--- config.mk ---
export PLATFORM = sky130hd
export DESIGN_NAME = dotted_version_parser
export DESIGN_NICKNAME = d
export VERILOG_FILES = /design/src/hdl/dvp_pkg.sv /design/src/hdl/dvp_core.sv /design/src/hdl/dotted_version_parser.sv
export SDC_FILE = /design/constraint.sdc
export NUM_CORES = 1
export LEC_CHECK = 0
export BUFFER_PORTS_ARGS = -buffer_cell sky130_fd_sc_hd__buf_2
export CORE_MARGIN = 2
export CORE_UTILIZATION = 59
export CTS_CLUSTER_DIAMETER = 40
export CTS_CLUSTER_SIZE = 16
export DETAILED_ROUTE_END_ITERATION = 8
export GPL_ROUTABILITY_DRIVEN = 0
export GPL_TIMING_DRIVEN = 1
export MAX_ROUTING_LAYER = met4
export PLACE_DENSITY = 0.81
export SYNTH_ARGS = -nofsm -noshare
export SYNTH_HDL_FRONTEND = slang
export SYNTH_SLANG_ARGS = --single-unit
export TNS_END_PERCENT = 5
--- constraint.sdc ---
create_clock -name clk -period 7.5 [get_ports clk]
set_input_delay 0.75 -clock clk [delete_from_list [all_inputs] [get_ports clk]]
set_output_delay 0.75 -clock clk [all_outputs]
set_load 0.005 [all_outputs]
--- src/hdl/dvp_pkg.sv ---
// Shared types and constants for the dotted version parser.
// No dependencies; imported by dvp_core and dotted_version_parser.
`default_nettype none

package dvp_pkg;

  // Character codes the parser recognizes
  localparam logic [7:0] CH_ZERO = 8'h30;
  localparam logic [7:0] CH_NINE = 8'h39;
  localparam logic [7:0] CH_DOT  = 8'h2E;

  // Dot count at which no further field is started
  localparam logic [1:0] DOTS_FIELDS = 2'd2;
  localparam logic [1:0] DOTS_MAX    = 2'd3;

  // Result status codes
  typedef enum logic [1:0] {
    ST_OK       = 2'd0,
    ST_EMPTY    = 2'd1,
    ST_TOO_MANY = 2'd2,
    ST_BAD      = 2'd3
  } dvp_status_t;

  // One input word
  typedef struct packed {
    logic [7:0] char_code;
    logic       has_char;
    logic       last;
  } dvp_item_t;

endpackage

`default_nettype wire

--- src/hdl/dvp_core.sv ---
// Parser state and per-byte update for the dotted version parser.
// Depends on dvp_pkg for character codes, status codes and the word struct.
`default_nettype none

module dvp_core #(
  parameter int VALUE_BITS = 32
) (
  input  wire                    clk,
  input  wire                    rst,
  input  wire                    step,
  input  dvp_pkg::dvp_item_t     item,
  output dvp_pkg::dvp_status_t   status,
  output logic [VALUE_BITS-1:0]  major_value,
  output logic [VALUE_BITS-1:0]  minor_value,
  output logic [VALUE_BITS-1:0]  patch_value
);
  import dvp_pkg::*;

  localparam int W = VALUE_BITS;

  // Parser state
  logic [1:0]   dots_seen,       dots_seen_next;
  logic [1:0]   field_index,     field_index_next;
  logic [W-1:0] accumulator,     accumulator_next;
  logic         field_has_digit, field_has_digit_next;
  logic [W-1:0] first_field,     first_field_next;
  logic [W-1:0] second_field,    second_field_next;
  logic         bad_format,      bad_format_next;
  logic         any_char_seen,   any_char_seen_next;

  // Multiply by ten as shift-add, plus the new digit
  logic [W+3:0] scaled;
  logic         overflow;
  logic         is_digit;
  logic         is_dot;

  assign scaled = ({4'b0, accumulator} << 3) + ({4'b0, accumulator} << 1)
                + {{W{1'b0}}, item.char_code[3:0]};
  assign overflow = |scaled[W+3:W];
  assign is_dot   = (item.char_code == CH_DOT);
  assign is_digit = item.char_code inside {[CH_ZERO:CH_NINE]};

  // Update state for one byte
  always_comb begin
    dots_seen_next       = dots_seen;
    field_index_next     = field_index;
    accumulator_next     = accumulator;
    field_has_digit_next = field_has_digit;
    first_field_next     = first_field;
    second_field_next    = second_field;
    bad_format_next      = bad_format;
    any_char_seen_next   = any_char_seen;
    if (item.has_char) begin
      any_char_seen_next = 1'b1;
      if (is_dot) begin
        if (dots_seen < DOTS_FIELDS) begin
          if (!field_has_digit) begin
            bad_format_next = 1'b1;
          end
          if (field_index == 2'd0) begin
            first_field_next = accumulator;
          end else begin
            second_field_next = accumulator;
          end
          field_index_next     = field_index + 2'd1;
          accumulator_next     = '0;
          field_has_digit_next = 1'b0;
        end
        if (dots_seen < DOTS_MAX) begin
          dots_seen_next = dots_seen + 2'd1;
        end
      end else if (is_digit) begin
        if (overflow) begin
          bad_format_next = 1'b1;
        end else begin
          accumulator_next     = scaled[W-1:0];
          field_has_digit_next = 1'b1;
        end
      end else begin
        bad_format_next = 1'b1;
      end
    end
  end

  // Classify the string as it stands after this byte
  always_comb begin
    if (!any_char_seen_next) begin
      status = ST_EMPTY;
    end else if (dots_seen_next > DOTS_FIELDS) begin
      status = ST_TOO_MANY;
    end else if (dots_seen_next < DOTS_FIELDS || !field_has_digit_next || bad_format_next) begin
      status = ST_BAD;
    end else begin
      status = ST_OK;
    end
  end

  // Zero the values unless the string is well formed
  assign major_value = (status == ST_OK) ? first_field_next  : '0;
  assign minor_value = (status == ST_OK) ? second_field_next : '0;
  assign patch_value = (status == ST_OK) ? accumulator_next  : '0;

  // Advance on each byte; drop back to reset at end of string
  always_ff @(posedge clk) begin
    if (rst || (step && item.last)) begin
      dots_seen       <= '0;
      field_index     <= '0;
      accumulator     <= '0;
      field_has_digit <= 1'b0;
      first_field     <= '0;
      second_field    <= '0;
      bad_format      <= 1'b0;
      any_char_seen   <= 1'b0;
    end else if (step) begin
      dots_seen       <= dots_seen_next;
      field_index     <= field_index_next;
      accumulator     <= accumulator_next;
      field_has_digit <= field_has_digit_next;
      first_field     <= first_field_next;
      second_field    <= second_field_next;
      bad_format      <= bad_format_next;
      any_char_seen   <= any_char_seen_next;
    end
  end

endmodule

`default_nettype wire

--- src/hdl/dotted_version_parser.sv ---
// Top level of the dotted version parser: input register, parser core, result register.
// Depends on dvp_pkg and dvp_core.
//
// Usage:
//   Feed the version text one byte per word on the item channel
//   (char_code, has_char, last; item_valid / item_stall). A word with
//   has_char low carries no byte; with last high it just ends the string,
//   so an empty string reports status empty.
//   For each word with last high, one word appears on the result channel
//   (status, major_value, minor_value, patch_value; result_valid /
//   result_stall). Values are zero unless status is ok.
// Timing:
//   One byte per cycle sustained while item_stall is low. A word is held in
//   the input register, where the parser core updates its state with a single
//   multiply-by-ten shift-add and compare, and the result is registered:
//   result_valid rises once the last word steps out of the input register.
// Stall and reset:
//   While a result waits under result_stall, bytes that are not last keep
//   flowing; a second last word waits in the input register and
//   item_stall rises until the result is taken.
//   rst (synchronous) empties both registers and clears the parser state.
`default_nettype none

module dotted_version_parser #(
  parameter int VALUE_BITS = 32
) (
  input  wire         clk,
  input  wire         rst,
  input  wire  [7:0]  char_code,
  input  wire         has_char,
  input  wire         last,
  input  wire         item_valid,
  output logic        item_stall,
  output logic [1:0]  status,
  output logic [31:0] major_value,
  output logic [31:0] minor_value,
  output logic [31:0] patch_value,
  output logic        result_valid,
  input  wire         result_stall
);
  import dvp_pkg::*;

  // Input register
  logic      held_valid;
  dvp_item_t held;

  // Core outputs
  dvp_status_t           core_status;
  logic [VALUE_BITS-1:0] core_major;
  logic [VALUE_BITS-1:0] core_minor;
  logic [VALUE_BITS-1:0] core_patch;

  logic block;
  logic step;
  logic emit;

  // Hold the last word while the previous result is still waiting
  assign block      = held_valid && held.last && result_valid && result_stall;
  assign item_stall = block;
  assign step       = held_valid && !block;
  assign emit       = step && held.last;

  // Load the input register whenever it moves on
  always_ff @(posedge clk) begin
    if (rst) begin
      held_valid <= 1'b0;
    end else if (!block) begin
      held_valid <= item_valid;
    end
  end

  always_ff @(posedge clk) begin
    if (!block) begin
      held.char_code <= char_code;
      held.has_char  <= has_char;
      held.last      <= last;
    end
  end

  dvp_core #(
    .VALUE_BITS(VALUE_BITS)
  ) u_core (
    .clk         (clk),
    .rst         (rst),
    .step        (step),
    .item        (held),
    .status      (core_status),
    .major_value (core_major),
    .minor_value (core_minor),
    .patch_value (core_patch)
  );

  // Result register: refill when empty or taken
  always_ff @(posedge clk) begin
    if (rst) begin
      result_valid <= 1'b0;
    end else if (!result_valid || !result_stall) begin
      result_valid <= emit;
    end
  end

  always_ff @(posedge clk) begin
    if (emit) begin
      status      <= core_status;
      major_value <= 32'(core_major);
      minor_value <= 32'(core_minor);
      patch_value <= 32'(core_patch);
    end
  end

  // A new result only follows a last word that was stepped
  a_result_from_last: assert property (@(posedge clk) disable iff (rst)
    (result_valid && !$past(result_valid && result_stall)) |-> $past(emit))
    else $error("result appeared without a last word");

  // The input side only stalls behind a waiting result
  a_stall_cause: assert property (@(posedge clk) disable iff (rst)
    item_stall |-> (held_valid && result_valid && result_stall))
    else $error("input stalled without a waiting result");

  // Values are zero on any status other than ok
  a_zero_values: assert property (@(posedge clk) disable iff (rst)
    (result_valid && status != ST_OK) |->
      (major_value == 32'd0 && minor_value == 32'd0 && patch_value == 32'd0))
    else $error("nonzero value with a failing status");

  // A waiting result does not change
  a_result_hold: assert property (@(posedge clk) disable iff (rst)
    $past(result_valid && result_stall) |-> (result_valid && $stable(status)
      && $stable(major_value) && $stable(minor_value) && $stable(patch_value)))
    else $error("stalled result changed");

endmodule

`default_nettype wire
==> out/results.md, run 1 <==
| Stage | Metric | Reported |
|:---|:---|:---|
| synth | Number of enable-type register cells in the synthesized netlist | 108 |
| clock network | CTS hold repair buffers | 0 |
| setup path | Arrival time reported for the critical path endpoint | 5340 ps |
| clock network | Clock Tree Buf Depth | 3 |
| setup path | Endpoint required time on the critical path | 7740 ps |
| setup path | Cell Chain, Critical Path | inv_1 -> fa_1 -> inv_1 -> fa_1 -> a21o_1 -> a221oi_2 -> o21a_2 -> o21a_1 -> o221ai_2 -> a21boi_1 -> xnor2_1 -> nor4b_4 -> o21ai_4 -> buf_4 -> buf_4 -> a21oi_1 |
| timing | Total negative slack | 0 ps |
| global routing | Met3 usage | 3.45% |
| global routing | Global router's overall resource usage | 27.8% |
| timing | Final period utilization | 67.9% |
| global routing | Met2 usage | 43.4% |
| routing | Vias/cell | 6.02 |
| synth | Synthesized netlist cell count | 1153 |
| routing | DR pass1 iterations | 6 |
| timing | Count of final setup violators | 0 |
| run status | Result of the run | finished, final reports clean |
| worst hold path | Worst Hold Path Cells | 1 |
| synth | Dominant cell by count in the synthesized netlist | sky130_fd_sc_hd__nand2_1 |
| finish | Layout cell share with drive strength beyond 1 | 18.2% |
| clock network | Worst-skew pair later-pin latency | 530 ps |
| clock network | Clock tree sinks | 213 |
| synth | Combined area of all synthesized cells | 10800 um^2 |
| synth | Synthesized net count | 1233 |
| global routing | Layer with the highest usage after global routing | met2 |
| setup path | Highest cell delay on the worst timing path | 680 ps |
| finish | Total area of multi-input combinational cells | 5070 um^2 |
| timing | Clk_skew | 19.7 ps |
| clock network | H-tree levels | 1 |
| clock network | Total of cells resized after clock tree synthesis | 0 |
| global routing | Antenna violations before repair | 0 |
| synth | Most area-consuming cells after synthesis | sky130_fd_sc_hd__edfxtp_1 (30%), sky130_fd_sc_hd__dfxtp_1 (20%), sky130_fd_sc_hd__nand2_1 (11%), sky130_fd_sc_hd__a21oi_1 (7.5%), sky130_fd_sc_hd__ha_1 (7.4%) |
| floorplan | Initial standard-cell utilization of the core | 60.1% |
| finish | Diodes inserted | 0 |
| floorplan | Die outline width | 139 um |
| floorplan | Std-Cell Rows | 49 |
| clock network | CTS tree | done |
| floorplan | IO Count | 114 |
| clock network | Clock root buffer | sky130_fd_sc_hd__clkbuf_16 |
| clock network | Setup repair bufs after CTS | 0 |
| routing | Wirelength, routed | 26.8 mm |
| synth | Post-synthesis average cell area | 9.34 um^2 |
| clock network | CTS clk-pin slew, worst paths | 60 ps |
| global routing | Maximum number of pins on one net before global-route repair | 72 |
| power and ir drop | Power after layout | 2.62 mW |
| floorplan | Total Die Area | 19300 um^2 |
| finish | Filler Cells Inserted | 1386 |
| finish | Area Overhead vs Synth | 14.9% |
| routing | Antenna-violating nets left | 0 |
| setup path | Critical-path maximum fanout | 54 |
| timing | Worst Max-Slew Pin Slew | 1360 ps |
| timing | Achievable clock frequency | 196 MHz |
| worst hold path | Hold crit path type | input port to flip-flop |
| global routing | First-pass GRT wire length | 43.3 mm |
| timing | Slew HR | 9.27% |
| placement | Place WS | 2460 ps |
| timing | Unrepaired setup endpoints after global routing | false |
| timing | Number of max-slew violations in the final report | 0 |
| timing | Post-layout min period | 5090 ps |
| routing | WL per Instance | 18.0 um |
| placement | Placed cell areas | 11400 um^2 |
| setup path | Critical path class | flip-flop to flip-flop |
| synth | Distinct cell type count of the synthesized netlist | 61 |
| power and ir drop | Power Dens Cells | 212 nW/um^2 |
| synth | Async set or reset register ratio after synthesis | 0% |
| global routing | Via count of the first global-routing pass | 8553 |
| setup path | Slowest stage cell on the critical path | sky130_fd_sc_hd__buf_4 |
| setup path | R2R depth | 16 |
| power and ir drop | Leakage power of the design | 4.69 nW |
| global routing | GR Overflow Total | 0 |
| synth | Top_reg_cell synth | sky130_fd_sc_hd__edfxtp_1 |
| job | Max Cap Violations | 0 |
| timing | Setup slack of the critical path after layout | 2410 ps |
| placement | Count of buffers inserted at the top-level ports | 113 |
| timing | Hold WS | 406 ps |
| placement | Half-perimeter wire length of the detailed placement result | 16.9 mm |
| floorplan | Vert. Die Dim | 139 um |
| setup path | Crit path depth | 16 |
| routing | Count of unresolved DRC violations after routing | 0 |
| synth | Leading cell types by count after synthesis | sky130_fd_sc_hd__nand2_1 (324), sky130_fd_sc_hd__a21oi_1 (161), sky130_fd_sc_hd__edfxtp_1 (108), sky130_fd_sc_hd__dfxtp_1 (105), sky130_fd_sc_hd__ha_1 (64) |
| routing | Vias after detailed routing | 8977 |
| setup path | Buffers and inverters on the worst path | 4 |
| timing | Final hold viol count | 0 |
| finish | Register cell area after layout | 5350 um^2 |
| finish | Final instance area | 12400 um^2 |
| clock network | Total clock buffers created by CTS | 26 |
| floorplan | Core ar. | 17900 um^2 |
| power and ir drop | IR drop worst, VDD | 195 uV |
| setup path | Delay-heaviest family, CP | compound AO/OA/AOI/OAI gates |
| synth | Area leader, netlist | sky130_fd_sc_hd__edfxtp_1 |
| synth | Yosys warning total | 0 |
| setup path | Startpoint type of the worst setup path | flip-flop |
| synth | Fraction of the yosys area taken by sequential cells | 49.7% |
| global routing | Met1 usage in global routing | 38.0% |
| routing | Violation count after the first detailed-route iteration | 1000 |
| synth | Portion of synthesized cell area occupied by the leading cell type | 30.1% |
| setup path | Critical path endpoint category | flip-flop |
| finish | Final Net Count | 1322 |
| synth | Synthesized flop and latch total | 213 |
-- where the power goes --
group	switching (mW)	total [mW]	leakage, nW	internal (mW)
logic	0.0425	0.0564	2.27	0.0139
clock network	0.503	1.33	0.443	0.828
registers	0.00633	1.24	1.98	1.23
total	0.552	2.62	4.69	2.07
-- metal layers --
| metal | part of all wire, % | vias to the layer above |
|---|---|---|
| met4 | 2.6 | 0 |
| met3 | 7.0 | 61 |
| met2 | 47 | 430 |
| met1 | 43 | 4229 |
| met5 | 0 | - |
| li1 | - | 4257 |
-- path summary, 6_finish.rpt --
check / startpoint / end / slack, ps
max: u_core.accumulator[0] / patch_value[1] / 2410
min: char_code[5] / held[7] / 410
max reg2reg: u_core.accumulator[0] / patch_value[1] / 2410
min reg2reg: u_core.first_field[24] / u_core.first_field[24] / 450
-- area by class of cell --
| cell class | instances | share of cell area (%) |
|---|---|---|
| clock buffers | 30 | 5.46 |
| clock inverters | 18 | 2.05 |
| inverters | 17 | 0.516 |
| multi-input cells | 857 | 41.0 |
| flip-flops and latches | 213 | 43.2 |
| well taps | 229 | 2.32 |
| repair buffers | 127 | 5.42 |
-- cells in the final DEF, fill, tap and decap left out, types with 3 or more instances in the layout --
cell type / n
sky130_fd_sc_hd__o211ai_1: 4
sky130_fd_sc_hd__and2_1: 4
sky130_fd_sc_hd__dfxtp_1: 105
sky130_fd_sc_hd__a21oi_1: 159
sky130_fd_sc_hd__bufinv_16: 5
sky130_fd_sc_hd__buf_4: 14
sky130_fd_sc_hd__a21oi_2: 42
sky130_fd_sc_hd__nand4_1: 5
sky130_fd_sc_hd__nand2_1: 324
sky130_fd_sc_hd__xnor2_1: 19
sky130_fd_sc_hd__o21ai_0: 49
sky130_fd_sc_hd__nand2b_1: 5
sky130_fd_sc_hd__clkinvlp_4: 3
sky130_fd_sc_hd__inv_6: 4
sky130_fd_sc_hd__ha_1: 64
sky130_fd_sc_hd__edfxtp_1: 108
sky130_fd_sc_hd__a31oi_1: 5
sky130_fd_sc_hd__and3_1: 7
sky130_fd_sc_hd__nor3_1: 7
sky130_fd_sc_hd__inv_1: 17
sky130_fd_sc_hd__nor2b_1: 5
sky130_fd_sc_hd__a22o_1: 31
sky130_fd_sc_hd__nor2_1: 22
sky130_fd_sc_hd__nand3_1: 19
sky130_fd_sc_hd__clkbuf_1: 3
sky130_fd_sc_hd__nor3_2: 3
sky130_fd_sc_hd__buf_2: 113
sky130_fd_sc_hd__xor2_1: 11
sky130_fd_sc_hd__o21ai_1: 8
sky130_fd_sc_hd__a211oi_1: 5
sky130_fd_sc_hd__clkbuf_16: 26
sky130_fd_sc_hd__o21bai_1: 3
sky130_fd_sc_hd__a21o_1: 10
sky130_fd_sc_hd__o21a_1: 4
-- through the flow --
step	cells	utilization (%)
after CTS	1491	69.1
after global placement	1443	63.9
after detailed placement	1443	63.9
final	1491	69.1
after floorplan	1153	-
after global routing	1491	69.1
-- state kept, by name, indices dropped and copies added, names as in the netlist --
| signal | cells |
|---|---|
| patch_value | 32 |
| u_core.second_field | 32 |
| u_core.field_index | 2 |
| u_core.bad_format | 1 |
| held_valid | 1 |
| status | 2 |
| result_valid | 1 |
| u_core.first_field | 32 |
| major_value | 32 |
| u_core.field_has_digit | 1 |
| u_core.accumulator | 32 |
| u_core.dots_seen | 2 |
| u_core.any_char_seen | 1 |
| held | 10 |
| minor_value | 32 |
-- worst register-to-register path: stages, from the launching register on --
cell	delay (ps)
sky130_fd_sc_hd__dfxtp_1	460
sky130_fd_sc_hd__inv_1	100
sky130_fd_sc_hd__fa_1	510
sky130_fd_sc_hd__inv_1	70
sky130_fd_sc_hd__fa_1	460
sky130_fd_sc_hd__a21o_1	190
sky130_fd_sc_hd__a221oi_2	270
sky130_fd_sc_hd__o21a_2	210
sky130_fd_sc_hd__o21a_1	170
sky130_fd_sc_hd__o221ai_2	130
sky130_fd_sc_hd__a21boi_1	240
sky130_fd_sc_hd__xnor2_1	330
sky130_fd_sc_hd__nor4b_4	140
sky130_fd_sc_hd__o21ai_4	160
sky130_fd_sc_hd__buf_4	490
sky130_fd_sc_hd__buf_4	710
sky130_fd_sc_hd__a21oi_1	150
-- cell families (layout without fill, tap and decap cells) --
group / count (synthesis) / in the layout / synth area share, %
AND/OR/NAND/NOR: 416 / 416 / 16.3
AO/OA/AOI/OAI: 342 / 342 / 20.0
flip-flops: 213 / 213 / 49.7
buffers and inverters: 83 / 192 / 3.56
adder cells (fa/ha/maj): 66 / 66 / 7.81
XOR/XNOR: 30 / 30 / 2.44
multiplexers: 3 / 3 / 0.325
Note: power is estimated with default switching activity, not from simulation.
==> run 2: changes to the inputs <==
- ABC_AREA: default -> 1
- CORE_UTILIZATION: 59 -> 55
- PLACE_DENSITY: 0.81 -> 0.79
- clock period: 7.5 -> 4.5 ns (I/O delays scaled with it)
==> out/results.md, run 2 <==
| Stage | Metric | Reported |
|:---|:---|:---|
| timing | Slew HR | 21.4% |
| clock network | H-tree levels | 1 |
| setup path | Crit path depth | 20 |
| floorplan | Core ar. | 22000 um^2 |
| routing | WL per Instance | 15.0 um |
| global routing | GR Overflow Total | 0 |
| clock network | Setup repair bufs after CTS | 0 |
| clock network | Total of cells resized after clock tree synthesis | 0 |
| clock network | CTS clk-pin slew, worst paths | 60 ps |
| floorplan | IO Count | 114 |
| floorplan | Std-Cell Rows | 54 |
| finish | Filler Cells Inserted | 1822 |
| routing | Antenna-violating nets left | 0 |
| clock network | Worst-skew pair later-pin latency | 510 ps |
| finish | Final Net Count | 1846 |
| global routing | First-pass GRT wire length | 50.7 mm |
| placement | Half-perimeter wire length of the detailed placement result | 21.9 mm |
| synth | Leading cell types by count after synthesis | sky130_fd_sc_hd__nand2_1 (496), sky130_fd_sc_hd__inv_1 (285), sky130_fd_sc_hd__nor2_1 (111), sky130_fd_sc_hd__edfxtp_1 (108), sky130_fd_sc_hd__dfxtp_1 (105) |
| setup path | CP most frequent cell | sky130_fd_sc_hd__nand2_1 |
| synth | Fraction of the yosys area taken by sequential cells | 43.0% |
| floorplan | Vert. Die Dim | 154 um |
| setup path | Worst reg2reg path startpoint | u_core.accumulator[0] |
| timing | Final hold viol count | 0 |
| setup path | Reg-to-Reg End | minor_value[19] |
| timing | Worst Max-Slew Pin Slew | 1180 ps |
| worst hold path | Hold crit path type | input port to flip-flop |
| finish | Final instance area | 14100 um^2 |
| synth | Async set or reset register ratio after synthesis | 0% |
| run status | Result of the run | finished, final reports clean |
| setup path | Critical path endpoint category | flip-flop |
| power and ir drop | IR drop worst, VDD | 211 uV |
| global routing | Maximum number of pins on one net before global-route repair | 163 |
| finish | Diodes inserted | 0 |
| synth | Area leader, netlist | sky130_fd_sc_hd__edfxtp_1 |
| placement | Count of buffers inserted at the top-level ports | 113 |
| synth | Combined area of all synthesized cells | 12400 um^2 |
| power and ir drop | Power Dens Cells | 336 nW/um^2 |
| job | Max Cap Violations | 0 |
| placement | Placed cell areas | 13200 um^2 |
| clock network | CTS hold repair buffers | 0 |
| routing | DR pass1 iterations | 6 |
| synth | Synthesized net count | 1759 |
| floorplan | Initial standard-cell utilization of the core | 56.4% |
| clock network | Clock Tree Buf Depth | 3 |
| synth | Portion of synthesized cell area occupied by the leading cell type | 26.1% |
| synth | Top_reg_cell synth | sky130_fd_sc_hd__edfxtp_1 |
| setup path | Slowest stage cell on the critical path | sky130_fd_sc_hd__fa_1 |
| clock network | Total clock buffers created by CTS | 27 |
| synth | Post-synthesis average cell area | 7.40 um^2 |
| synth | Number of enable-type register cells in the synthesized netlist | 108 |
| setup path | Reg2reg setup slack | 670 ps |
| setup path | Critical path capture point | minor_value[19] |
| setup path | Startpoint of the worst setup timing path | u_core.accumulator[0] |
| setup path | Buffers and inverters on the worst path | 3 |
| setup path | Arrival time reported for the critical path endpoint | 4180 ps |
| timing | Achievable clock frequency | 261 MHz |
| worst hold path | Worst min-delay path startpoint | char_code[7] |
| global routing | Global router's overall resource usage | 26.6% |
| finish | Layout cell share with drive strength beyond 1 | 12.8% |
| setup path | Highest cell delay on the worst timing path | 540 ps |
| timing | Count of final setup violators | 0 |
| setup path | Critical-path maximum fanout | 39 |
| synth | Dominant cell by count in the synthesized netlist | sky130_fd_sc_hd__nand2_1 |
| timing | Final period utilization | 85.1% |
| routing | Vias after detailed routing | 11200 |
| global routing | Via count of the first global-routing pass | 10400 |
| timing | Unrepaired setup endpoints after global routing | false |
| routing | Violation count after the first detailed-route iteration | 1171 |
| synth | Distinct cell type count of the synthesized netlist | 39 |
| timing | Number of max-slew violations in the final report | 0 |
| synth | Synthesized netlist cell count | 1679 |
| synth | Synthesized flop and latch total | 213 |
| timing | Total negative slack | 0 ps |
| timing | Post-layout min period | 3830 ps |
| power and ir drop | Leakage power of the design | 6.98 nW |
| setup path | Delay-heaviest family, CP | simple AND/OR/NAND/NOR gates |
| clock network | Clock root buffer | sky130_fd_sc_hd__clkbuf_16 |
| global routing | Antenna violations before repair | 0 |
| finish | Most frequent standard cell in the layout excluding fill and tap cells | sky130_fd_sc_hd__nand2_1 |
| finish | Area Overhead vs Synth | 13.5% |
| synth | Yosys warning total | 0 |
| timing | Clk_skew | 11.7 ps |
| floorplan | Die outline width | 154 um |
| clock network | Clock tree sinks | 213 |
| clock network | CTS tree | done |
| setup path | Startpoint type of the worst setup path | flip-flop |
| finish | Most frequent cells in the layout | sky130_fd_sc_hd__nand2_1 (496), sky130_fd_sc_hd__inv_1 (285), sky130_fd_sc_hd__buf_2 (113) |
| setup path | R2R depth | 20 |
| setup path | Endpoint required time on the critical path | 4850 ps |
| synth | Most area-consuming cells after synthesis | sky130_fd_sc_hd__edfxtp_1 (26%), sky130_fd_sc_hd__dfxtp_1 (17%), sky130_fd_sc_hd__nand2_1 (15%), sky130_fd_sc_hd__inv_1 (8.6%), sky130_fd_sc_hd__ha_1 (6.4%) |
| setup path | Cell Chain, Critical Path | inv_1 -> fa_1 -> inv_1 -> fa_1 -> nand2_1 -> nand2_1 -> nand3_1 -> nand2_1 -> nand2_1 -> nand2_1 -> nand2_1 -> nand2_1 -> nand2_1 -> nand2_1 -> nor2_1 -> nand2_2 -> a21oi_4 -> nand4_4 -> buf_12 -> nor2_1 |
| routing | Count of unresolved DRC violations after routing | 0 |
| routing | Vias/cell | 5.40 |
| setup path | Critical path class | flip-flop to flip-flop |
| floorplan | Total Die Area | 23800 um^2 |
| routing | Wirelength, routed | 30.9 mm |
-- run 2: changes by cell type in the layout (fill, tap and decap cells not counted), moves of 9 or more --
cell / previous run / this run
sky130_fd_sc_hd__o21ai_0: 49 / 74
sky130_fd_sc_hd__nor2_1: 22 / 110
sky130_fd_sc_hd__o211ai_1: 4 / 65
sky130_fd_sc_hd__nand3_1: 19 / 92
sky130_fd_sc_hd__a21oi_2: 42 / 0
sky130_fd_sc_hd__nand2_1: 324 / 496
sky130_fd_sc_hd__a21oi_1: 159 / 89
sky130_fd_sc_hd__a21o_1: 10 / 1
sky130_fd_sc_hd__nor2_2: 2 / 40
sky130_fd_sc_hd__a22o_1: 31 / 0
sky130_fd_sc_hd__inv_1: 17 / 285
-- run 2: worst min path at each step --
stage / to / slack, ps / cells after the start
final: held[9] / 120 / 1
after global routing: held[9] / 90 / 1
after CTS: held[9] / 90 / 1
after detailed placement: u_core.bad_format / 460 / 2
after global placement: u_core.bad_format / 440 / 2
after floorplan: u_core.any_char_seen / 440 / 2
-- run 2: through the flow --
step | total power [mW] | util, % | instances | hold WS, ps | worst slack [ps]
floorplan | 2.53 | - | 1679 | 435 | 134
global placement | 2.65 | 60.0 | 2017 | 443 | 887
detailed placement | 2.66 | 60.0 | 2017 | 455 | 733
CTS | 4.76 | 64.0 | 2066 | 94.5 | 719
global route | 4.92 | 64.0 | 2066 | 93.2 | 370
finish | 4.74 | 64.0 | 2066 | 116 | 671
-- run 2: cell type report --
class / count / area (um^2) / share of cell area, %
timing repair buffer: 127 / 708 / 5.02
multi-input combinational: 1104 / 5710 / 40.5
clock inverter: 17 / 193 / 1.37
sequential: 213 / 5350 / 37.9
inverter: 293 / 1100 / 7.82
clock buffer: 32 / 694 / 4.92
tap: 280 / 350 / 2.48
-- run 2: kinds of logic after synthesis --
logic type                 Yosys count  share of synthesized area (%)
DFF                                213                           43.0
xor gates and xnor gates            26                           1.83
adders and majority gates           66                           6.77
buffers and inverters              362                           11.2
AOI/OAI and AO/OA                  248                           11.7
and+or+nand+nor                    764                           25.5
-- run 2: routing by layer --
metal  wire length [um]  vias to the layer above  global-route usage [%]
met1              13500                     5100                    36.4
met2              14200                      479                    42.0
met3               2590                       54                    3.28
met4                625                        0                    7.32
met5                  0                        -                       -
li1                   -                     5531                       -
-- run 2: where the power goes --
group | leakage, nW | switching (mW) | internal [mW]
registers | 2.00 | 0.0480 | 2.10
clock network | 0.428 | 0.814 | 1.29
logic | 4.56 | 0.327 | 0.162
total | 6.98 | 1.19 | 3.55
